File: config.mk
export PLATFORM = sky130hd
export DESIGN_NAME = glow_dot_pixel_shader_unit
export DESIGN_NICKNAME = d
export VERILOG_FILES = /design/src/rtl/core/gdps_pkg.sv /design/src/rtl/core/gdps_div_step.sv /design/src/rtl/core/glow_dot_pixel_shader_unit.sv
export SDC_FILE = /design/constraint.sdc
export NUM_CORES = 1
export LEC_CHECK = 0
export BUFFER_PORTS_ARGS = -buffer_cell sky130_fd_sc_hd__buf_2
export CORE_UTILIZATION = 51
export CTS_BUF_LIST = sky130_fd_sc_hd__clkbuf_8
export DETAILED_ROUTE_END_ITERATION = 16
export MAX_ROUTING_LAYER = met4
export PLACE_DENSITY = 0.78
export SLEW_MARGIN = 40
export SYNTH_ARGS = -nofsm -noshare
export SYNTH_HDL_FRONTEND = slang
export SYNTH_SLANG_ARGS = --single-unit
File: constraint.sdc
create_clock -name i_clk -period 5.6 [get_ports i_clk]
set_clock_uncertainty 0.2 [all_clocks]
set_input_delay 0.28 -clock i_clk [delete_from_list [all_inputs] [get_ports i_clk]]
set_output_delay 0.28 -clock i_clk [all_outputs]
set_load 0.02 [all_outputs]
File: src/rtl/core/gdps_pkg.sv
package gdps_pkg;

    // Field and datapath widths.
    localparam int COORD_W = 8;
    localparam int PEAK_W  = 11;
    localparam int BLUR_W  = 8;
    localparam int SQ_W    = 2 * COORD_W;
    localparam int R2_W    = SQ_W + 1;
    localparam int NUM_W   = PEAK_W + BLUR_W;
    localparam int DEN_W   = R2_W + 1;
    localparam int LEVEL_W = 9;
    localparam int CHAN_W  = 8;
    localparam int DIV_W   = DEN_W + LEVEL_W;

    // Register index of blur_width in the configuration space.
    localparam int REG_BLUR_WIDTH = 0;

    // Level and channel limits.
    localparam logic [LEVEL_W-1:0] LEVEL_MAX    = 9'd511;
    localparam logic [CHAN_W-1:0]  CHANNEL_FULL = 8'd255;
    localparam logic [BLUR_W-1:0]  BLUR_RESET   = 8'd16;

    // One slot of the divider pipeline.
    typedef struct packed {
        logic               valid;
        logic [NUM_W-1:0]   rem;
        logic [DEN_W-1:0]   den;
        logic [LEVEL_W-1:0] quo;
        logic               bypass;
        logic [LEVEL_W-1:0] byp_level;
    } t_div_item;

endpackage

File: src/rtl/core/gdps_div_step.sv
module gdps_div_step #(
    parameter int BIT_POS = 0
) (
    input  logic                i_clk,
    input  logic                i_rst_n,
    input  gdps_pkg::t_div_item i_item,
    output gdps_pkg::t_div_item o_item
);
    import gdps_pkg::*;

    t_div_item        r_item;
    t_div_item        n_item;
    logic [DIV_W-1:0] w_shifted;
    logic [DIV_W-1:0] w_rem_ext;

    // Restoring division: try to subtract the divisor at this quotient weight.
    always_comb begin
        w_shifted = DIV_W'(i_item.den) << BIT_POS;
        w_rem_ext = DIV_W'(i_item.rem);
        n_item    = i_item;
        if (w_rem_ext >= w_shifted) begin
            n_item.rem          = NUM_W'(w_rem_ext - w_shifted);
            n_item.quo[BIT_POS] = 1'b1;
        end
    end

    // Stage register; the valid bit travels with the data.
    always_ff @(posedge i_clk) begin
        if (!i_rst_n) begin
            r_item.valid <= 1'b0;
        end else begin
            r_item <= n_item;
        end
    end

    assign o_item = r_item;

endmodule

File: src/rtl/core/glow_dot_pixel_shader_unit.sv
// Channel     | Direction | Signals                                  | Transaction
// ------------+-----------+------------------------------------------+-------------------------
// pixel in    | input     | start, busy, i_pixel_x/y, i_dot_x/y,     | start high, busy low
//             |           | i_peak_level                             |
// color out   | output    | o_valid, o_red, o_green, o_blue          | o_valid high, one cycle
// config      | APB       | psel, penable, pwrite, paddr, pwdata,    | psel, penable, pwrite
//             |           | prdata, pready                           | and pready high
//
// One pixel is accepted every clock; busy is always low.
// After its pixel is accepted, a color passes through four front stages
// (distance, squares and product, denominator, saturation check), nine
// divider stages of one quotient bit each, and the output register.
// Synchronous active-low reset clears the valid bits and sets blur_width to 16.
// The receiver cannot stall, so the pipeline never holds.
module glow_dot_pixel_shader_unit #(
    parameter int MATRIX_WIDTH  = 256,
    parameter int MATRIX_HEIGHT = 256
) (
    input  logic                          i_clk,
    input  logic                          i_rst_n,
    // Pixel input.
    input  logic                          start,
    output logic                          busy,
    input  logic [gdps_pkg::COORD_W-1:0]  i_pixel_x,
    input  logic [gdps_pkg::COORD_W-1:0]  i_pixel_y,
    input  logic [gdps_pkg::COORD_W-1:0]  i_dot_x,
    input  logic [gdps_pkg::COORD_W-1:0]  i_dot_y,
    input  logic [gdps_pkg::PEAK_W-1:0]   i_peak_level,
    // Color output.
    output logic                          o_valid,
    output logic [gdps_pkg::CHAN_W-1:0]   o_red,
    output logic [gdps_pkg::CHAN_W-1:0]   o_green,
    output logic [gdps_pkg::CHAN_W-1:0]   o_blue,
    // Configuration port.
    input  logic                          psel,
    input  logic                          penable,
    input  logic                          pwrite,
    input  logic [2:0]                    paddr,
    input  logic [31:0]                   pwdata,
    output logic [31:0]                   prdata,
    output logic                          pready
);
    import gdps_pkg::*;

    localparam logic [COORD_W-1:0] X_TOP = COORD_W'(MATRIX_WIDTH - 1);
    localparam logic [COORD_W-1:0] Y_TOP = COORD_W'(MATRIX_HEIGHT - 1);

    // Configuration register.
    logic [BLUR_W-1:0] r_blur;
    logic              w_reg_idx;

    assign w_reg_idx = paddr[2];
    assign pready    = 1'b1;
    assign busy      = 1'b0;

    always_ff @(posedge i_clk) begin
        if (!i_rst_n) begin
            r_blur <= BLUR_RESET;
        end else if (psel && penable && pwrite && (w_reg_idx == 1'(REG_BLUR_WIDTH))) begin
            r_blur <= pwdata[BLUR_W-1:0];
        end
    end

    always_comb begin
        prdata = '0;
        if (w_reg_idx == 1'(REG_BLUR_WIDTH)) begin
            prdata = 32'(r_blur);
        end
    end

    // Stage 1: clamp the dot and take the absolute offsets.
    logic [COORD_W-1:0] w_dx;
    logic [COORD_W-1:0] w_dy;
    logic [COORD_W-1:0] n_s1_ex;
    logic [COORD_W-1:0] n_s1_ey;
    logic               r_s1_valid;
    logic [COORD_W-1:0] r_s1_ex;
    logic [COORD_W-1:0] r_s1_ey;
    logic [PEAK_W-1:0]  r_s1_peak;

    always_comb begin
        w_dx    = (i_dot_x > X_TOP) ? X_TOP : i_dot_x;
        w_dy    = (i_dot_y > Y_TOP) ? Y_TOP : i_dot_y;
        n_s1_ex = (i_pixel_x >= w_dx) ? i_pixel_x - w_dx : w_dx - i_pixel_x;
        n_s1_ey = (i_pixel_y >= w_dy) ? i_pixel_y - w_dy : w_dy - i_pixel_y;
    end

    always_ff @(posedge i_clk) begin
        if (!i_rst_n) begin
            r_s1_valid <= 1'b0;
        end else begin
            r_s1_valid <= start && !busy;
        end
    end

    always_ff @(posedge i_clk) begin
        r_s1_ex   <= n_s1_ex;
        r_s1_ey   <= n_s1_ey;
        r_s1_peak <= i_peak_level;
    end

    // Stage 2: squares of the offsets and the numerator peak * blur.
    logic              r_s2_valid;
    logic [SQ_W-1:0]   r_s2_sqx;
    logic [SQ_W-1:0]   r_s2_sqy;
    logic [NUM_W-1:0]  r_s2_num;
    logic [PEAK_W-1:0] r_s2_peak;

    always_ff @(posedge i_clk) begin
        if (!i_rst_n) begin
            r_s2_valid <= 1'b0;
        end else begin
            r_s2_valid <= r_s1_valid;
        end
    end

    always_ff @(posedge i_clk) begin
        r_s2_sqx  <= SQ_W'(r_s1_ex) * SQ_W'(r_s1_ex);
        r_s2_sqy  <= SQ_W'(r_s1_ey) * SQ_W'(r_s1_ey);
        r_s2_num  <= NUM_W'(r_s1_peak) * NUM_W'(r_blur);
        r_s2_peak <= r_s1_peak;
    end

    // Stage 3: squared distance and denominator r2 + blur - 1.
    logic [R2_W-1:0]   w_r2;
    logic              r_s3_valid;
    logic              r_s3_r2zero;
    logic [DEN_W-1:0]  r_s3_den;
    logic [NUM_W-1:0]  r_s3_num;
    logic [PEAK_W-1:0] r_s3_peak;

    assign w_r2 = R2_W'(r_s2_sqx) + R2_W'(r_s2_sqy);

    always_ff @(posedge i_clk) begin
        if (!i_rst_n) begin
            r_s3_valid <= 1'b0;
        end else begin
            r_s3_valid <= r_s2_valid;
        end
    end

    always_ff @(posedge i_clk) begin
        r_s3_r2zero <= (w_r2 == '0);
        r_s3_den    <= DEN_W'(w_r2) + DEN_W'(r_blur) - DEN_W'(1);
        r_s3_num    <= r_s2_num;
        r_s3_peak   <= r_s2_peak;
    end

    // Stage 4: settle the cases that skip the divider.
    logic      w_sat;
    t_div_item n_s4;
    t_div_item r_s4;

    always_comb begin
        w_sat          = DIV_W'(r_s3_num) >= (DIV_W'(r_s3_den) << LEVEL_W);
        n_s4.valid     = r_s3_valid;
        n_s4.rem       = r_s3_num;
        n_s4.den       = r_s3_den;
        n_s4.quo       = '0;
        n_s4.bypass    = 1'b1;
        n_s4.byp_level = '0;
        if (r_s3_r2zero) begin
            // At the dot centre the level is the peak itself, capped at LEVEL_MAX.
            n_s4.byp_level = (r_s3_peak > PEAK_W'(LEVEL_MAX)) ? LEVEL_MAX
                                                                : r_s3_peak[LEVEL_W-1:0];
        end else if (r_s3_den == '0) begin
            n_s4.byp_level = '0;
        end else if (w_sat) begin
            n_s4.byp_level = LEVEL_MAX;
        end else begin
            n_s4.bypass = 1'b0;
        end
    end

    always_ff @(posedge i_clk) begin
        if (!i_rst_n) begin
            r_s4.valid <= 1'b0;
        end else begin
            r_s4 <= n_s4;
        end
    end

    // Divider: one quotient bit per stage, most significant first.
    t_div_item w_div [LEVEL_W+1];

    assign w_div[0] = r_s4;

    for (genvar g = 0; g < LEVEL_W; g++) begin : g_div
        gdps_div_step #(
            .BIT_POS (LEVEL_W - 1 - g)
        ) u_step (
            .i_clk   (i_clk),
            .i_rst_n (i_rst_n),
            .i_item  (w_div[g]),
            .o_item  (w_div[g+1])
        );
    end

    // Output stage: map the level to a color.
    t_div_item          w_last;
    logic [LEVEL_W-1:0] w_level;
    logic               r_o_valid;
    logic [CHAN_W-1:0]  r_red;
    logic [CHAN_W-1:0]  r_gb;

    assign w_last  = w_div[LEVEL_W];
    assign w_level = w_last.bypass ? w_last.byp_level : w_last.quo;

    always_ff @(posedge i_clk) begin
        if (!i_rst_n) begin
            r_o_valid <= 1'b0;
        end else begin
            r_o_valid <= w_last.valid;
        end
    end

    always_ff @(posedge i_clk) begin
        if (w_level[LEVEL_W-1]) begin
            r_red <= CHANNEL_FULL;
            r_gb  <= w_level[CHAN_W-1:0];
        end else begin
            r_red <= w_level[CHAN_W-1:0];
            r_gb  <= '0;
        end
    end

    assign o_valid = r_o_valid;
    assign o_red   = r_red;
    assign o_green = r_gb;
    assign o_blue  = r_gb;

endmodule

After elaboration in Yosys (flattened, before gate mapping)
Cells that the tools add are included.
Storage, ports and cells
  output and inout bits: 59
  word-level logic and storage cells: 142
  flip-flop bits (word level): 654
Cells by class
  multiplexer cells: 19
  bitwise gates (word level): 1
  reductions and logical operators: 6
  add/sub/neg operators: 15
  order comparisons: 15
  multipliers: 3
Operators with widths (number)
  19-bit two-way mux: 8
  19-bit subtractor: 8
  9-bit two-way mux: 5
  8-bit two-way mux: 5
  8-bit by 8-bit multiplier with 16-bit output: 2
  8-bit subtractor: 4
  19-bit by 27-bit greater-or-equal comparator with 1-bit output: 1
  19-bit by 26-bit greater-or-equal comparator with 1-bit output: 1
  19-bit by 25-bit greater-or-equal comparator with 1-bit output: 1
  19-bit by 24-bit greater-or-equal comparator with 1-bit output: 1
  19-bit by 23-bit greater-or-equal comparator with 1-bit output: 1
  19-bit by 22-bit greater-or-equal comparator with 1-bit output: 1
  19-bit by 21-bit greater-or-equal comparator with 1-bit output: 1
  19-bit by 20-bit greater-or-equal comparator with 1-bit output: 1
  19-bit by 18-bit greater-or-equal comparator with 1-bit output: 1
  19-bit greater-or-equal comparator: 1
  11-bit by 8-bit multiplier with 19-bit output: 1
  17-bit by 8-bit adder with 18-bit output: 1
  18-bit logical NOT: 1
  18-bit by 1-bit subtractor with 18-bit output, second input constant: 1
  16-bit by 16-bit adder with 17-bit output: 1
  17-bit logical NOT: 1
  8-bit greater-or-equal comparator: 2
  8-bit > comparator, second input constant: 2
  other kinds (5): 7

Longest topological paths before layout
  word-level depth: 4
  mapped depth: 19
  gate-level depth less buffers: 18

By module
Synthesis repeated with hierarchy kept, for this count alone.
Second synthesis, totals
  cell total of the unflattened synthesis: 3327
  area, all modules: 39883.3 um2
Modules (own cells, without submodules)
  glow_dot_pixel_shader_unit: area an instance 14800.4 um2, cells each 1509, times used 1
  gdps_div_step (g_div[8].u_step): area an instance 3060.4 um2, cells each 236, times used 1
  gdps_div_step (g_div[5].u_step): area an instance 2989.1 um2, cells each 231, times used 1
  gdps_div_step (g_div[7].u_step): area an instance 2984.1 um2, cells each 225, times used 1
  gdps_div_step (g_div[6].u_step): area an instance 2927.8 um2, cells each 211, times used 1
  gdps_div_step (g_div[4].u_step): area an instance 2783.9 um2, cells each 206, times used 1
  gdps_div_step (g_div[3].u_step): area an instance 2732.6 um2, cells each 199, times used 1
  gdps_div_step (g_div[2].u_step): area an instance 2601.2 um2, cells each 187, times used 1
  gdps_div_step (g_div[1].u_step): area an instance 2546.2 um2, cells each 168, times used 1
  gdps_div_step (g_div[0].u_step): area an instance 2457.4 um2, cells each 155, times used 1

Worst setup path before layout
No wires, ideal clock.
  path type: reg2reg
  from: register r_s1_ex[5]
  to: register r_s2_sqx[15]
  setup time: 0.120 ns
  arrival: 4.613 ns
  slack: 0.667 ns
  stages on the path, launching flop included: 17
  cell sequence: dfxtp_1 > clkbuf_1 > inv_1 > nor2_1 > fa_1 > fa_1 > inv_1 > fa_1 > fa_1 > inv_1 > ha_1 > or2_2 > a21oi_1 > nor3_1 > a2111oi_0 > a21oi_1 > xnor2_1
On the way
  longest elaborated chain between the ends: 1
RTL lines
  start: declaration: RTL line glow_dot_pixel_shader_unit.sv:77  | logic [COORD_W-1:0] r_s1_ex;
  start signal: assignment: RTL line glow_dot_pixel_shader_unit.sv:97  | r_s1_ex <= n_s1_ex;
  8-bit by 8-bit multiplier with 16-bit output: RTL line glow_dot_pixel_shader_unit.sv:118  | r_s2_sqx <= SQ_W'(r_s1_ex) * SQ_W'(r_s1_ex);
  end signal: assignment: RTL line glow_dot_pixel_shader_unit.sv:118
  end: declaration: RTL line glow_dot_pixel_shader_unit.sv:104  | logic [SQ_W-1:0] r_s2_sqx;
Every way passes these cells.
A chain may end at the register's enable or synchronous reset.

Final worst setup path
Same ends and word-level chain as after synthesis.

==> impl_metrics.ini <==
[outcome]
status = completed

[synthesis]
yosysSeqAreaShare = 0.5004
synth_edf_count = 478
synthFlopType = edfxtp_1
synth_top_area_cell = edfxtp_1
synth_cells = 3081
yosys.area.top_type_share = 0.4027
avgSynthCellArea_um2 = 11.57
synth-seq-cells = 652
yosysUniqueCellTypes = 70
syn-cell-area_mm2 = 0.03564
async_flop_share = 0
synth_area_leaders = edfxtp_1, ha_1, dfxtp_1, fa_1, inv_1
ys_warn_count = 0

[clocking]
cts_tree = yes
cts_resized = 0
clk_latency_ns = 0.69
clockBufferDepth = 3
numCtsBuffers = 101
htree_levels = 3
clock-sinks = 652
cts_root_buf = clkbuf_8
clk_pin_slew_worst_paths_ns = 0.06

[power_and_ir_drop]
pwr-share-comb = 0.494
pwr-share-clk = 0.186
p_sw_w = 0.007511
seq_power_share = 0.320
p_sw_frac = 0.3781
leakage_nw = 17.66
internal-power_w = 0.01235
peakVddDrop_mv = 0.6956
powerDensity_mw_per_mm2 = 497.3

[worst_hold_path]
min_path_cells = 5
hold_class = in2reg
min_from = i_pixel_y[3]
holdPathEnd = r_s1_ey[4]

[cells_and_area]
mostFrequentLayoutCells = edfxtp_1, inv_1, ha_1
nNetsFinal = 3844
drive_gt1_frac = 0.09677
n_antenna_cell = 0
layout_commonest_cell = edfxtp_1
utilization = 0.5803
area_growth_pct = 12.06

[die]
core_region_area_mm2 = 0.06883
die_area_mm2 = 0.07095
start_util = 0.5179
dieWidth_um = 266.4
ios = 143
fp.dieH_um = 266.4
num_rows = 96

[worst_setup_path]
startpoint = r_s1_ex[5]
r2r_start = r_s1_ex[5]
critPathKind = reg2reg
max_stage_delay_ns = 0.62
cp_slowest_cell = a2111oi_0
cp_max_fo = 9
r2r_end = r_s2_sqx[15]
r2r_cells = 15
cp-start-kind = flip-flop
cp_cell_sequence = inv_1 -> nor2_1 -> fa_1 -> fa_1 -> inv_1 -> fa_1 -> fa_1 -> inv_1 -> ha_1 -> or2_2 -> a21oi_1 -> nor3_1 -> a2111oi_0 -> a21oi_1 -> xnor2_1
critPathCaptureType = flip-flop
critPathArrivalTime_ns = 5.54
crit_top_cell = fa_1
critPathRequiredTime_ns = 5.97
reg2reg_slack_ns = 0.44

[global_routing]
grt_max_degree = 162
antenna_found_initial = 0
grt_pass1_wl_um = 101300
grt.overflow.total = 0
first_global_vias = 22470
grt_usage = 0.1786

[route]
firstDrtPassIters = 5
m1WireLength_um = 24990
routed-wl-met3_um = 2244
wl_per_cell_um = 14.07
vias_per_cell = 5.119
dr_wl_met2_um = 31870
routed_wl_um = 61080
detail-route-antenna-nets = 0
dr.first_iter.drc_count = 999
vias = 22220
top_signal_layer_used = met4
drc = 0

[sta]
worst_pin_slew_ns = 0.8187
setup_viol = 0
slew_violations = 0
fmax_mhz = 193.7
min_period_over_period = 0.9221
min_period_ns = 5.164
rsz0062_at_grt = no
finalHoldViolCount = 0
max_slew_margin = 0.4542
finalSetupTns_ns = 0

[placement]
hpwl_um = 44390
gp_congestion = 0.8650
portBuffers = 90

[flow_run]
cap_violations = 0
-- how the worst max path moves through the flow --
stage                        end  slack, ns
finish              r_s2_sqx[15]       0.44
global route        r_s2_sqx[15]        0.1
CTS                 r_s2_sqx[15]       0.39
detailed placement  r_s2_sqx[15]       0.40
global placement    r_s2_sqx[15]       0.50
floorplan           r_s2_sqx[15]       0.67
-- sequential cells by signal, indices dropped and copies added (netlist names), 11 cells and up --
signal	count
g_div.u_step.o_item	440
r_s4	48
r_s2_num	19
r_s3_num	19
r_s3_den	18
r_s2_sqx	15
r_s2_sqy	15
r_s1_peak	11
r_s2_peak	11
r_s3_peak	11
-- synth_stat cells, types with 13 or more instances --
master and number:
o31ai_1 20, clkbuf_1 33, xor2_1 58, xnor2_1 103, a21oi_1 147, fa_1 119
buf_4 38, and2_1 123, o21bai_1 13, dfxtp_1 174, mux2i_1 31, nor3_1 39
a21o_1 61, o21ai_0 121, inv_1 436, edfxtp_1 478, ha_1 316, mux2_2 67
a211oi_1 22, a21boi_0 15, nand2_1 172, nand2b_1 40, nand3_1 27, and3_1 15
o21a_1 32, a31oi_1 18, nand4_1 22, nor2b_1 45, nor2_1 155
-- cells by family (layout without fill, tap and decap cells) --
| family | Yosys count | in the layout | synth area share |
|---|---|---|---|
| adder cells (fa/ha/maj) | 435 | 435 | 0.1778 |
| AND/OR/NAND/NOR | 702 | 702 | 0.1000 |
| XOR/XNOR | 161 | 161 | 0.03956 |
| flip-flops | 652 | 652 | 0.5004 |
| buffers and inverters | 513 | 816 | 0.05827 |
| other | 2 | 28 | 0.0002107 |
| AO/OA/AOI/OAI | 515 | 515 | 0.09264 |
| multiplexers | 101 | 101 | 0.03114 |
-- worst max-delay path, delay by kind of cell, from the launching register on --
kind	cells	cell delay, ns
buffers and inverters	3	0.22
flip-flops	1	0.51
adder cells (fa/ha/maj)	5	2.38
XOR/XNOR	1	0.16
AO/OA/AOI/OAI	3	1.00
AND/OR/NAND/NOR	3	0.58
-- what timing repair did --
action	CTS	global route
buffers inserted	0	0
endpoints found under the hold margin	131	0
hold buffers	92	0
-- power by group through the flow --
stage	sequential [W]	combinational, W	clock (W)
2_1_floorplan	0.00631	0.00798	0
3_3_place_gp	0.00645	0.00939	0
3_5_place_dp	0.00647	0.00968	0
4_1_cts	0.00637	0.00985	0.00382
5_1_grt	0.00644	0.0112	0.00403
6_report	0.00636	0.00980	0.00370
-- cell type report --
type                       instances  area [um2]
multi-input combinational       1942       15900
inverter                         437        1643
tap                              931        1165
timing repair buffer             191        1474
clock buffer                     108        1486
sequential                       652       17840
clock inverter                    80       435.4
fill                            5491       28880
-- stage by stage --
stage                     hold WS [ns]  worst slack (ns)  instances  instance area, um2  total power [W]
final                          0.09219            0.4360       4341               39940          0.01986
after detailed placement        0.1121            0.3981       4061               37100          0.01615
after global placement          0.1097            0.5050       4061               37050          0.01584
after global routing           0.07247           0.09922       4341               39940          0.02165
after floorplan                 0.1077            0.6666       3107               35740          0.01429
after CTS                      0.02247            0.3945       4341               39940          0.02004
-- metal layers --
metal,vias up,global-route usage
li1,11130,-
met1,10550,0.1929
met2,400,0.3246
met3,151,0.03211
met4,0,0.06726
met5,-,-
(Power assumes the default switching activity.)
